<file path="src/hdl/ccdp_pkg.sv">
`default_nettype none

package ccdp_pkg;

    // record kinds
    localparam logic [1:0] KIND_TOP = 2'd0;
    localparam logic [1:0] KIND_COMP = 2'd1;
    localparam logic [1:0] KIND_END = 2'd2;

    // control byte flags
    localparam logic [7:0] FLAG_BITRATE = 8'h20;
    localparam logic [7:0] FLAG_COMPONENTS = 8'h10;

    // output queue geometry
    localparam int unsigned QUEUE_DEPTH = 4;
    localparam int unsigned QUEUE_AW = $clog2(QUEUE_DEPTH);

    typedef struct packed {
        logic [7:0] payload_byte;
        logic       first_byte;
        logic       last_byte;
        logic       outer_ok;
    } t_in_item;

    typedef struct packed {
        logic [1:0] record_kind;
        logic [7:0] comp_tag;
        logic [1:0] recording_control;
        logic       bitrate_present;
        logic [7:0] max_bitrate;
        logic [3:0] user_bits;
        logic       parse_valid;
        logic       last_record;
    } t_out_item;

    // records produced by one accepted byte, slot 0 first
    typedef struct packed {
        logic [1:0] cnt;
        t_out_item  rec0;
        t_out_item  rec1;
    } t_push;

endpackage

`default_nettype wire

</file>
<file path="src/hdl/ccdp_parse.sv">
`default_nettype none

module ccdp_parse (
    input  wire logic              i_clk,
    input  wire logic              i_rst_n,
    input  wire logic              i_accept,
    input  wire ccdp_pkg::t_in_item i_item,
    output ccdp_pkg::t_push        o_push
);

    typedef enum logic [2:0] {
        PH_HEADER  = 3'd0,
        PH_TOPRATE = 3'd1,
        PH_LENGTH  = 3'd2,
        PH_TAG     = 3'd3,
        PH_CONTROL = 3'd4,
        PH_CRATE   = 3'd5,
        PH_NOMORE  = 3'd6,
        PH_ERROR   = 3'd7
    } t_phase;

    t_phase      r_phase, n_phase;
    logic        r_still_valid, n_still_valid;
    logic        r_has_comps, n_has_comps;
    logic [7:0]  r_decl_len, n_decl_len;
    logic [7:0]  r_bytes_after, n_bytes_after;
    logic [7:0]  r_pend_tag, n_pend_tag;
    logic [5:0]  r_pend_ctrl, n_pend_ctrl;

    t_phase              ph;
    logic                rec_a;
    ccdp_pkg::t_out_item a_item;
    ccdp_pkg::t_out_item end_item;
    logic [7:0]          b;
    logic                ok;

    // one byte of the parse
    always_comb begin
        b = i_item.payload_byte;
        n_phase = r_phase;
        n_still_valid = r_still_valid;
        n_has_comps = r_has_comps;
        n_decl_len = r_decl_len;
        n_bytes_after = r_bytes_after;
        n_pend_tag = r_pend_tag;
        n_pend_ctrl = r_pend_ctrl;
        rec_a = 1'b0;
        a_item = '0;
        end_item = '0;
        ok = 1'b0;

        // framing checks
        if (i_item.first_byte) begin
            n_phase = PH_HEADER;
            n_still_valid = 1'b1;
            n_has_comps = 1'b0;
            n_decl_len = '0;
            n_bytes_after = '0;
            n_pend_tag = '0;
            n_pend_ctrl = '0;
            if (!i_item.outer_ok) begin
                n_still_valid = 1'b0;
                n_phase = PH_ERROR;
            end
        end else if (r_phase == PH_HEADER) begin
            n_still_valid = 1'b0;
            n_phase = PH_ERROR;
        end

        ph = n_phase;
        unique case (ph)
            PH_HEADER: begin
                n_pend_ctrl = {b[7:6], b[3:0]};
                n_has_comps = (b & ccdp_pkg::FLAG_COMPONENTS) != 8'd0;
                if ((b & ccdp_pkg::FLAG_BITRATE) != 8'd0) begin
                    n_phase = PH_TOPRATE;
                end else begin
                    rec_a = 1'b1;
                    a_item.record_kind = ccdp_pkg::KIND_TOP;
                    a_item.recording_control = b[7:6];
                    a_item.user_bits = b[3:0];
                    n_phase = n_has_comps ? PH_LENGTH : PH_NOMORE;
                end
            end
            PH_TOPRATE: begin
                rec_a = 1'b1;
                a_item.record_kind = ccdp_pkg::KIND_TOP;
                a_item.recording_control = n_pend_ctrl[5:4];
                a_item.user_bits = n_pend_ctrl[3:0];
                a_item.bitrate_present = 1'b1;
                a_item.max_bitrate = b;
                n_phase = n_has_comps ? PH_LENGTH : PH_NOMORE;
            end
            PH_LENGTH: begin
                n_decl_len = b;
                n_bytes_after = '0;
                n_phase = PH_TAG;
            end
            PH_TAG, PH_CONTROL, PH_CRATE: begin
                if (n_bytes_after == n_decl_len) begin
                    n_still_valid = 1'b0;
                    n_phase = PH_ERROR;
                end else begin
                    n_bytes_after = n_bytes_after + 8'd1;
                    if (ph == PH_TAG) begin
                        n_pend_tag = b;
                        n_phase = PH_CONTROL;
                    end else if (ph == PH_CONTROL) begin
                        n_pend_ctrl = {b[7:6], b[3:0]};
                        if ((b & ccdp_pkg::FLAG_BITRATE) != 8'd0) begin
                            n_phase = PH_CRATE;
                        end else begin
                            rec_a = 1'b1;
                            a_item.record_kind = ccdp_pkg::KIND_COMP;
                            a_item.comp_tag = n_pend_tag;
                            a_item.recording_control = b[7:6];
                            a_item.user_bits = b[3:0];
                            n_phase = PH_TAG;
                        end
                    end else begin
                        rec_a = 1'b1;
                        a_item.record_kind = ccdp_pkg::KIND_COMP;
                        a_item.comp_tag = n_pend_tag;
                        a_item.recording_control = n_pend_ctrl[5:4];
                        a_item.user_bits = n_pend_ctrl[3:0];
                        a_item.bitrate_present = 1'b1;
                        a_item.max_bitrate = b;
                        n_phase = PH_TAG;
                    end
                end
            end
            PH_NOMORE: begin
                n_still_valid = 1'b0;
                n_phase = PH_ERROR;
            end
            PH_ERROR: begin
            end
            default: begin
            end
        endcase

        // end status on the last byte
        ok = n_still_valid && (n_phase == PH_NOMORE ||
             (n_phase == PH_TAG && n_bytes_after == n_decl_len));
        end_item.record_kind = ccdp_pkg::KIND_END;
        end_item.parse_valid = ok;
        end_item.last_record = 1'b1;

        if (i_item.last_byte) begin
            n_phase = PH_HEADER;
            n_still_valid = 1'b1;
            n_has_comps = 1'b0;
            n_decl_len = '0;
            n_bytes_after = '0;
            n_pend_tag = '0;
            n_pend_ctrl = '0;
        end

        // pack records into queue slots
        o_push = '0;
        if (rec_a) begin
            o_push.rec0 = a_item;
            if (i_item.last_byte) begin
                o_push.rec1 = end_item;
                o_push.cnt = 2'd2;
            end else begin
                o_push.rec0.last_record = 1'b1;
                o_push.cnt = 2'd1;
            end
        end else if (i_item.last_byte) begin
            o_push.rec0 = end_item;
            o_push.cnt = 2'd1;
        end
        if (!i_accept) begin
            o_push.cnt = 2'd0;
        end
    end

    // parse state
    always_ff @(posedge i_clk) begin
        if (!i_rst_n) begin
            r_phase <= PH_HEADER;
            r_still_valid <= 1'b1;
            r_has_comps <= 1'b0;
            r_decl_len <= '0;
            r_bytes_after <= '0;
            r_pend_tag <= '0;
            r_pend_ctrl <= '0;
        end else if (i_accept) begin
            r_phase <= n_phase;
            r_still_valid <= n_still_valid;
            r_has_comps <= n_has_comps;
            r_decl_len <= n_decl_len;
            r_bytes_after <= n_bytes_after;
            r_pend_tag <= n_pend_tag;
            r_pend_ctrl <= n_pend_ctrl;
        end
    end

endmodule

`default_nettype wire

</file>
<file path="src/hdl/ccdp_outq.sv">
`default_nettype none

module ccdp_outq (
    input  wire logic                i_clk,
    input  wire logic                i_rst_n,
    input  wire ccdp_pkg::t_push     i_push,
    output logic                     o_room,
    output logic                     o_out_valid,
    input  wire logic                i_out_ready,
    output ccdp_pkg::t_out_item      o_out_item
);

    localparam int unsigned AW = ccdp_pkg::QUEUE_AW;
    localparam int unsigned CW = AW + 1;

    ccdp_pkg::t_out_item r_mem [ccdp_pkg::QUEUE_DEPTH];
    logic [AW-1:0]       r_wr_ptr, n_wr_ptr;
    logic [AW-1:0]       r_rd_ptr, n_rd_ptr;
    logic [CW-1:0]       r_count, n_count;
    logic                pop;
    logic [AW-1:0]       wr_ptr1;

    // room for two records from one transaction
    assign o_room = r_count <= CW'(ccdp_pkg::QUEUE_DEPTH - 2);
    assign o_out_valid = r_count != '0;
    assign o_out_item = r_mem[r_rd_ptr];
    assign pop = o_out_valid && i_out_ready;
    assign wr_ptr1 = r_wr_ptr + AW'(1);

    // pointer and fill bookkeeping
    always_comb begin
        n_wr_ptr = r_wr_ptr + AW'(i_push.cnt);
        n_rd_ptr = pop ? r_rd_ptr + AW'(1) : r_rd_ptr;
        n_count = r_count + CW'(i_push.cnt) - CW'(pop);
    end

    always_ff @(posedge i_clk) begin
        if (!i_rst_n) begin
            r_wr_ptr <= '0;
            r_rd_ptr <= '0;
            r_count <= '0;
        end else begin
            r_wr_ptr <= n_wr_ptr;
            r_rd_ptr <= n_rd_ptr;
            r_count <= n_count;
        end
    end

    // record storage
    always_ff @(posedge i_clk) begin
        if (i_push.cnt != 2'd0) begin
            r_mem[r_wr_ptr] <= i_push.rec0;
        end
        if (i_push.cnt == 2'd2) begin
            r_mem[wr_ptr1] <= i_push.rec1;
        end
    end

endmodule

`default_nettype wire

</file>
<file path="src/hdl/copy_control_descriptor_parser.sv">
// Copy-control descriptor parser: takes one payload byte per transaction and
// can accept a byte in every cycle; each byte is parsed in the cycle it is
// accepted and its records (none, one or two) are queued and appear on the
// output in order, one record per cycle while the output is ready, the final
// one of a byte marked with last_record. Records wait in a four-entry output
// queue; the input is ready while at least two entries are free, so that a
// byte that yields two records (a completed item on the last byte plus the
// end status) always fits, and a stalled output stops the input once three or
// four records are waiting.
`default_nettype none

module copy_control_descriptor_parser (
    input  wire logic                i_clk,
    input  wire logic                i_rst_n,
    input  wire logic                i_in_valid,
    output logic                     o_in_ready,
    input  wire ccdp_pkg::t_in_item  i_in_item,
    output logic                     o_out_valid,
    input  wire logic                i_out_ready,
    output ccdp_pkg::t_out_item      o_out_item
);

    logic            in_accept;
    ccdp_pkg::t_push push;

    assign in_accept = i_in_valid && o_in_ready;

    // byte parser
    ccdp_parse u_parse (
        .i_clk    (i_clk),
        .i_rst_n  (i_rst_n),
        .i_accept (in_accept),
        .i_item   (i_in_item),
        .o_push   (push)
    );

    // record queue
    ccdp_outq u_outq (
        .i_clk       (i_clk),
        .i_rst_n     (i_rst_n),
        .i_push      (push),
        .o_room      (o_in_ready),
        .o_out_valid (o_out_valid),
        .i_out_ready (i_out_ready),
        .o_out_item  (o_out_item)
    );

`ifndef SYNTHESIS
    // a last byte always yields an end status
    a_last_pushes: assert property (@(posedge i_clk) disable iff (!i_rst_n)
        (in_accept && i_in_item.last_byte) |-> (push.cnt != 2'd0))
        else $error("last byte produced no record");

    // output is valid next cycle after a last byte is accepted
    a_last_visible: assert property (@(posedge i_clk) disable iff (!i_rst_n)
        (in_accept && i_in_item.last_byte) |=> o_out_valid)
        else $error("no record after last byte");

    // nothing is pushed without a transaction
    a_no_idle_push: assert property (@(posedge i_clk) disable iff (!i_rst_n)
        !in_accept |-> (push.cnt == 2'd0))
        else $error("record pushed without input transaction");

    // two records only come with a last byte
    a_pair_on_last: assert property (@(posedge i_clk) disable iff (!i_rst_n)
        (push.cnt == 2'd2) |-> (i_in_item.last_byte && push.rec1.record_kind ==
        ccdp_pkg::KIND_END))
        else $error("record pair without end status");
`endif

endmodule

`default_nettype wire
</file>
<file path="config.mk">
export PLATFORM = sky130hd
export DESIGN_NAME = copy_control_descriptor_parser
export DESIGN_NICKNAME = d
export VERILOG_FILES = /design/src/hdl/ccdp_pkg.sv /design/src/hdl/ccdp_parse.sv /design/src/hdl/ccdp_outq.sv /design/src/hdl/copy_control_descriptor_parser.sv
export SDC_FILE = /design/constraint.sdc
export NUM_CORES = 1
export LEC_CHECK = 0
export BUFFER_PORTS_ARGS = -buffer_cell sky130_fd_sc_hd__buf_2
export CORE_MARGIN = 2
export CORE_UTILIZATION = 52
export CTS_BUF_LIST = sky130_fd_sc_hd__clkbuf_4
export CTS_CLUSTER_SIZE = 28
export DETAILED_ROUTE_END_ITERATION = 6
export PLACE_DENSITY = 0.8
export REMOVE_ABC_BUFFERS = 1
export SLEW_MARGIN = 40
export SYNTH_ARGS = -nofsm -noshare
export SYNTH_HDL_FRONTEND = slang
export SYNTH_HIERARCHICAL = 1
export SYNTH_SLANG_ARGS = --single-unit
</file>
<file path="constraint.sdc">
create_clock -name i_clk -period 14.9 [get_ports i_clk]
set_input_delay 1.49 -clock i_clk [delete_from_list [all_inputs] [get_ports i_clk]]
set_output_delay 1.49 -clock i_clk [all_outputs]
set_load 0.02 [all_outputs]
</file>
# Word-level counts from Yosys, hierarchy flattened
# Memory sizes are Yosys's and may differ from the RTL's. A register that Yosys moved wholly into a read port is not among the register bits.
# Cells that the tools add are included.
[word_totals]
word_cells = 109
latch_bits = 0
reg_bits = 42
mem_bits_ro = 0
mem_count = 1
mem_bits_rw = 108
in_bits = 15
[memory_table]
columns = ["memory", "depth", "word_bits", "rd", "rd_clocked_by_memory_dff", "write_ports", "line", "rtl"]
rows = [
  ["u_outq.r_mem", 4, 27, 1, 1, 2, "ccdp_outq.sv:16", "ccdp_pkg::t_out_item r_mem [ccdp_pkg::QUEUE_DEPTH];"],
]
[classes]
n_lt_le_gt_ge = 1
div = 0
n_eq_ne = 11
add_sub_neg = 6
n_mux = 70
bitwise = 0
multipliers = 0
n_shift = 0
reduce_logical = 10
[ops]
columns = ["cell", "count"]
rows = [
  ["$mux 8", 12],
  ["$mux 27", 2],
  ["$mux 25", 2],
  ["$mux 3", 11],
  ["$mux 6", 5],
  ["$mux 29", 1],
  ["$mux 28", 1],
  ["$pmux 9 s2", 1],
  ["$mux 1", 17],
  ["$eq 8x8->1", 2],
  ["$pmux 8 s2", 1],
  ["$pmux 3 s5", 1],
  ["$eq 3x3->1 const B", 4],
  ["$mux 12", 1],
  ["$mux 2", 6],
  ["$pmux 4 s3", 1],
  ["$pmux 6 s2", 1],
  ["$mux 11", 1],
  ["$eq 3x2->1 const B", 3],
  ["$mux 9", 1],
  ["$add 8x1->8 const B", 1],
  ["$mux 4", 2],
  ["$logic_not 3->1", 2],
  ["$pmux 2 s3", 1],
  ["other kinds (14)", 18],
]

# Depth between registers and ports, before layout
[depth]
ltp_word = 18
mapped_depth = 15
depth_no_buf = 13

# By module
# Netlist, hierarchy kept.
[by_module_without_submodules]
columns = ["module", "n_inst", "area_each_um2", "cells_each"]
rows = [
  ["ccdp_outq", 1, 5716.7, 311],
  ["ccdp_parse", 1, 2876.5, 383],
  ["copy_control_descriptor_parser", 1, 6.3, 1],
]

# Least setup slack after synthesis
# OpenSTA, ideal clock, no wires.
[synth_path]
path_type = "input-to-reg"
startpoint = "input port i_in_item[2] in the netlist's numbering"
endpoint = "memory u_outq/r_mem[0][0] in the netlist's numbering (enable)"
required_time_ps = 14451
cell_stages = 8
arrival_time_ps = 5435
setup_ps = 449
n_path_buf = 0
slack_ps = 9016
cell_sequence = "and4bb_2 -> a21oi_1 -> a211oi_1 -> nor2_1 -> ha_1 -> nor2_1 -> o21bai_1 -> o21ai_0"
[synth_rtl]
columns = ["item", "line", "rtl"]
rows = [
  ["start: declaration", "copy_control_descriptor_parser.sv:17", "input wire ccdp_pkg::t_in_item i_in_item,"],
  ["end: declaration", "ccdp_outq.sv:16", ""],
]

==> implementation parameters <==
Parameter                              Value

Clock network
  Deepest level of the CTS H-tree    4
  Maximum buffer depth of the clock tree    2
  Hold-fix buffers at CTS    0
  Sink Count    152
  CTS-repair resized insts    0
  Clock tree root buffer cell    clkbuf_4
  Clock transition at the registers of the reported paths    0.12 ns
  Clock buffers created by TritonCTS    17
  TritonCTS clock tree    done
  Post CTS Setup Buffer Count    0
  Clock Latency Late Sink    0.57 ns

Setup path
  Crit path kind    in -> reg
  R2R setup slack    10.51 ns
  Worst endpoint required time    15.14 ns
  Nature of the critical path endpoint    flip-flop
  Number of cells on the worst reg-to-reg path    10
  Critical Path Start Type    input pin
  Critical Path AT    5.41 ns
  Top Family by Delay on Critical Path    buffers and inverters
  End of the worst register-to-register path    u_outq/r_mem[2][9]
  Biggest cell delay along the critical path    0.65 ns
  Sum of buffers and inverters on the critical path    4
  Slowest cell on the critical path    and4bb_4
  Series of cell instances along the critical path    buf_2 > inv_1 > a21oi_1 > a211oi_2 > nor2_1 > inv_1 > ha_1 > and2_1 > and4bb_4 > o21bai_2 > buf_4
  Most used cell along the critical path    inv_1
  Startpoint of the most critical register-to-register path    u_parse/r_bytes_after[4]
  Maximum net fanout on the critical path    28

Final layout
  Area Overhead vs Synth    6.39%
  Layout net count    744
  Fraction of the core area covered by cells at the end of the flow    56.0%
  Share of cells above drive strength 1    32.7%
  Cell Count, Final, Fillers Out    953
  Highest-count cells in the layout ignoring fill and taps    edfxtp_1, mux2_2, buf_2, dfxtp_1
  Most common cell after layout, fill and taps aside    edfxtp_1
  # diodes    0

Flow run
  Max-Cap Viols    0

Timing
  Portion of the clock cycle consumed by the worst path in the final layout    34.7%
  Final critical delay including setup and external delays    5.17 ns
  Least-Margin Pin Slew    0.700 ns
  Max Transition Viols Final    0
  Slew HR    53.3%
  Post-route clock skew    0.0191 ns
  Count of final hold-check violations    0
  Final setup violation count    0
  Fin Setup TNS    0 ns
  Post-route worst setup slack    9.73 ns
  Highest Clock Rate    193 MHz
  RSZ-0062 raised after global routing    false

Pwr
  Standby leakage power    3.39 nW
  Power per unit of standard cell area    114 nW/um^2
  Max IR drop VDD    0.0562 mV

GRT
  Via count of the first global-routing pass    5991
  GRT Util Overall    23.8%
  Global-route wire length before repair    32000 um
  Largest net degree at the start of global routing    29
  GRT overflow    0
  Number of antenna violations at the first check in global routing    0

Routing
  Average routed wire per standard cell    21.5 um
  Violation count after the first detailed-routing iteration    451
  Vias post-DR    5834
  Count of nets left with antenna violations after detail routing    0
  Mean number of vias per cell    6.12
  DR pass1 iterations    6
  Residual DRC    0
  Wire length after detailed routing    20500 um

Logic synthesis
  Portion of synthesized cell area occupied by the leading cell type    37.7%
  Top cell type by total area after synthesis    edfxtp_1
  Syn Std Cell Area    8600 um^2
  Post-synthesis instance total    695
  Average size of a mapped cell    12.4 um^2
  Ys async rst share    0%
  Count of distinct cell types in the synthesized netlist    77
  Yosys synthesis warning count    6
  Top post-synthesis cells by area    edfxtp_1, mux2_2, dfxtp_1
  Post-synth EDFFs    108
  Fraction of the yosys area taken by sequential cells    48.0%
  Commonest register cell after synthesis    edfxtp_1
  Number of synthesized register bits    152

Outcome
  Run status    finished clean

Worst hold path
  Hold worst-path end    u_parse/r_has_comps
  Class of the worst hold path    reg -> reg
  Number of instances on the worst hold path    2
  Hold wc startpoint    u_parse/r_has_comps

Floorplanning
  Die Outline Area    17600 um^2
  Number of rows created at floorplan    47
  Core ar.    16300 um^2
  Number of placed I/O pins    44
  Height of the chip    133 um
  Floorplan die width    133 um
  Effective utilization at floorplan    52.6%

Place
  Port Buf Inserts    43
  Worst-case setup slack after placement    8.95 ns
  Post-placement cell count    922
  HPWL reported at the end of detailed placement    13300 um
  Final Wtd Congestion    0.925
-- layer usage --
metal  vias to the layer above  GRT usage, %  share of wire [%]
met4                         0          11.0                2.5
li1                       2652             -                  -
met2                       263          40.8                 51
met5                         -             0                  0
met1                      2874          29.5                 41
met3                        45          4.02                6.2
-- per-stage QoR --
stage,instance area [um^2],total power [mW],hold slack [ns]
after global placement,8840,0.787,0.444
after global routing,9150,1.09,0.485
after detailed placement,8850,0.794,0.452
after CTS,9150,1.05,0.470
final,9150,1.05,0.469
after floorplan,8260,0.704,0.432
-- state kept, by name (all words and copies together) (netlist names), named ones only --
name and cells:
u_parse/r_phase 3, u_parse/r_pend_ctrl 6, u_parse/r_decl_len 8, u_outq/r_count 3, u_parse/r_bytes_after 8, u_parse/r_still_valid 1, u_parse/r_pend_tag 8, u_outq/r_mem 108
u_outq/r_wr_ptr 2, u_outq/r_rd_ptr 2, u_parse/r_has_comps 1
-- cell usage after synthesis, types with 7 or more instances --
master / instances
xor2_1: 9
a211oi_1: 7
a22oi_1: 15
mux2_2: 107
a22o_1: 13
nand2_1: 41
dfxtp_1: 44
buf_2: 16
edfxtp_1: 108
clkbuf_1: 15
and2_1: 29
inv_1: 22
buf_4: 32
a21oi_1: 25
ha_1: 7
nand3_1: 9
mux4_2: 27
o21ai_0: 8
nor2_1: 43
mux2i_1: 9
-- where the power goes --
group | switching [mW] | internal [mW] | total, mW
registers | 0.0322 | 0.485 | 0.517
clock network | 0.148 | 0.116 | 0.264
logic | 0.151 | 0.115 | 0.266
-- cell type report --
type                       instances  area (um^2)
multi-input combinational        475         4080
sequential                       152         4130
timing repair buffer              53          290
clock inverter                    13          155
clock buffer                      18          135
inverter                          22         82.6
fill                            1366         7200
tap                              220          275
-- cell families (layout without fill, tap and decap cells) --
group                      count (synthesis)  count (layout)  share of synthesized area, %
xor gates and xnor gates                  15              15                          1.85
buffers and inverters                     91             106                          5.97
muxes                                    144             144                          22.3
DFF                                      152             152                          48.0
and+or+nand+nor                          171             171                          11.0
adders and majority gates                  8               8                          1.25
other                                      1              24                        0.0436
AOI/OAI and AO/OA                        113             113                          9.68
-- worst register-to-register path: stages, from the launching register on --
cell      delay (ns)
dfxtp_1         0.51
xor2_1          0.41
nor4_2          0.16
a211oi_2        0.65
nor2_1          0.17
inv_1           0.15
ha_1            0.31
and2_1          0.34
and4bb_4        0.65
o21bai_2        0.29
buf_4           0.40
-- worst max path at each step --
stage / startpoint / end / slack [ns] / depth (start not counted)
2_1_floorplan: i_in_item[2] / u_outq/r_mem[0][0] / 8.94 / 9
3_3_place_gp: i_in_item[2] / u_outq/r_mem[2][24] / 8.74 / 11
3_5_place_dp: i_in_item[2] / u_outq/r_mem[2][24] / 8.95 / 11
4_1_cts: i_in_item[2] / u_outq/r_mem[2][1] / 9.57 / 11
5_1_grt: i_in_item[2] / u_outq/r_mem[2][1] / 9.50 / 11
6_report: i_in_item[2] / u_outq/r_mem[2][9] / 9.73 / 11
(Power assumes the default switching activity.)
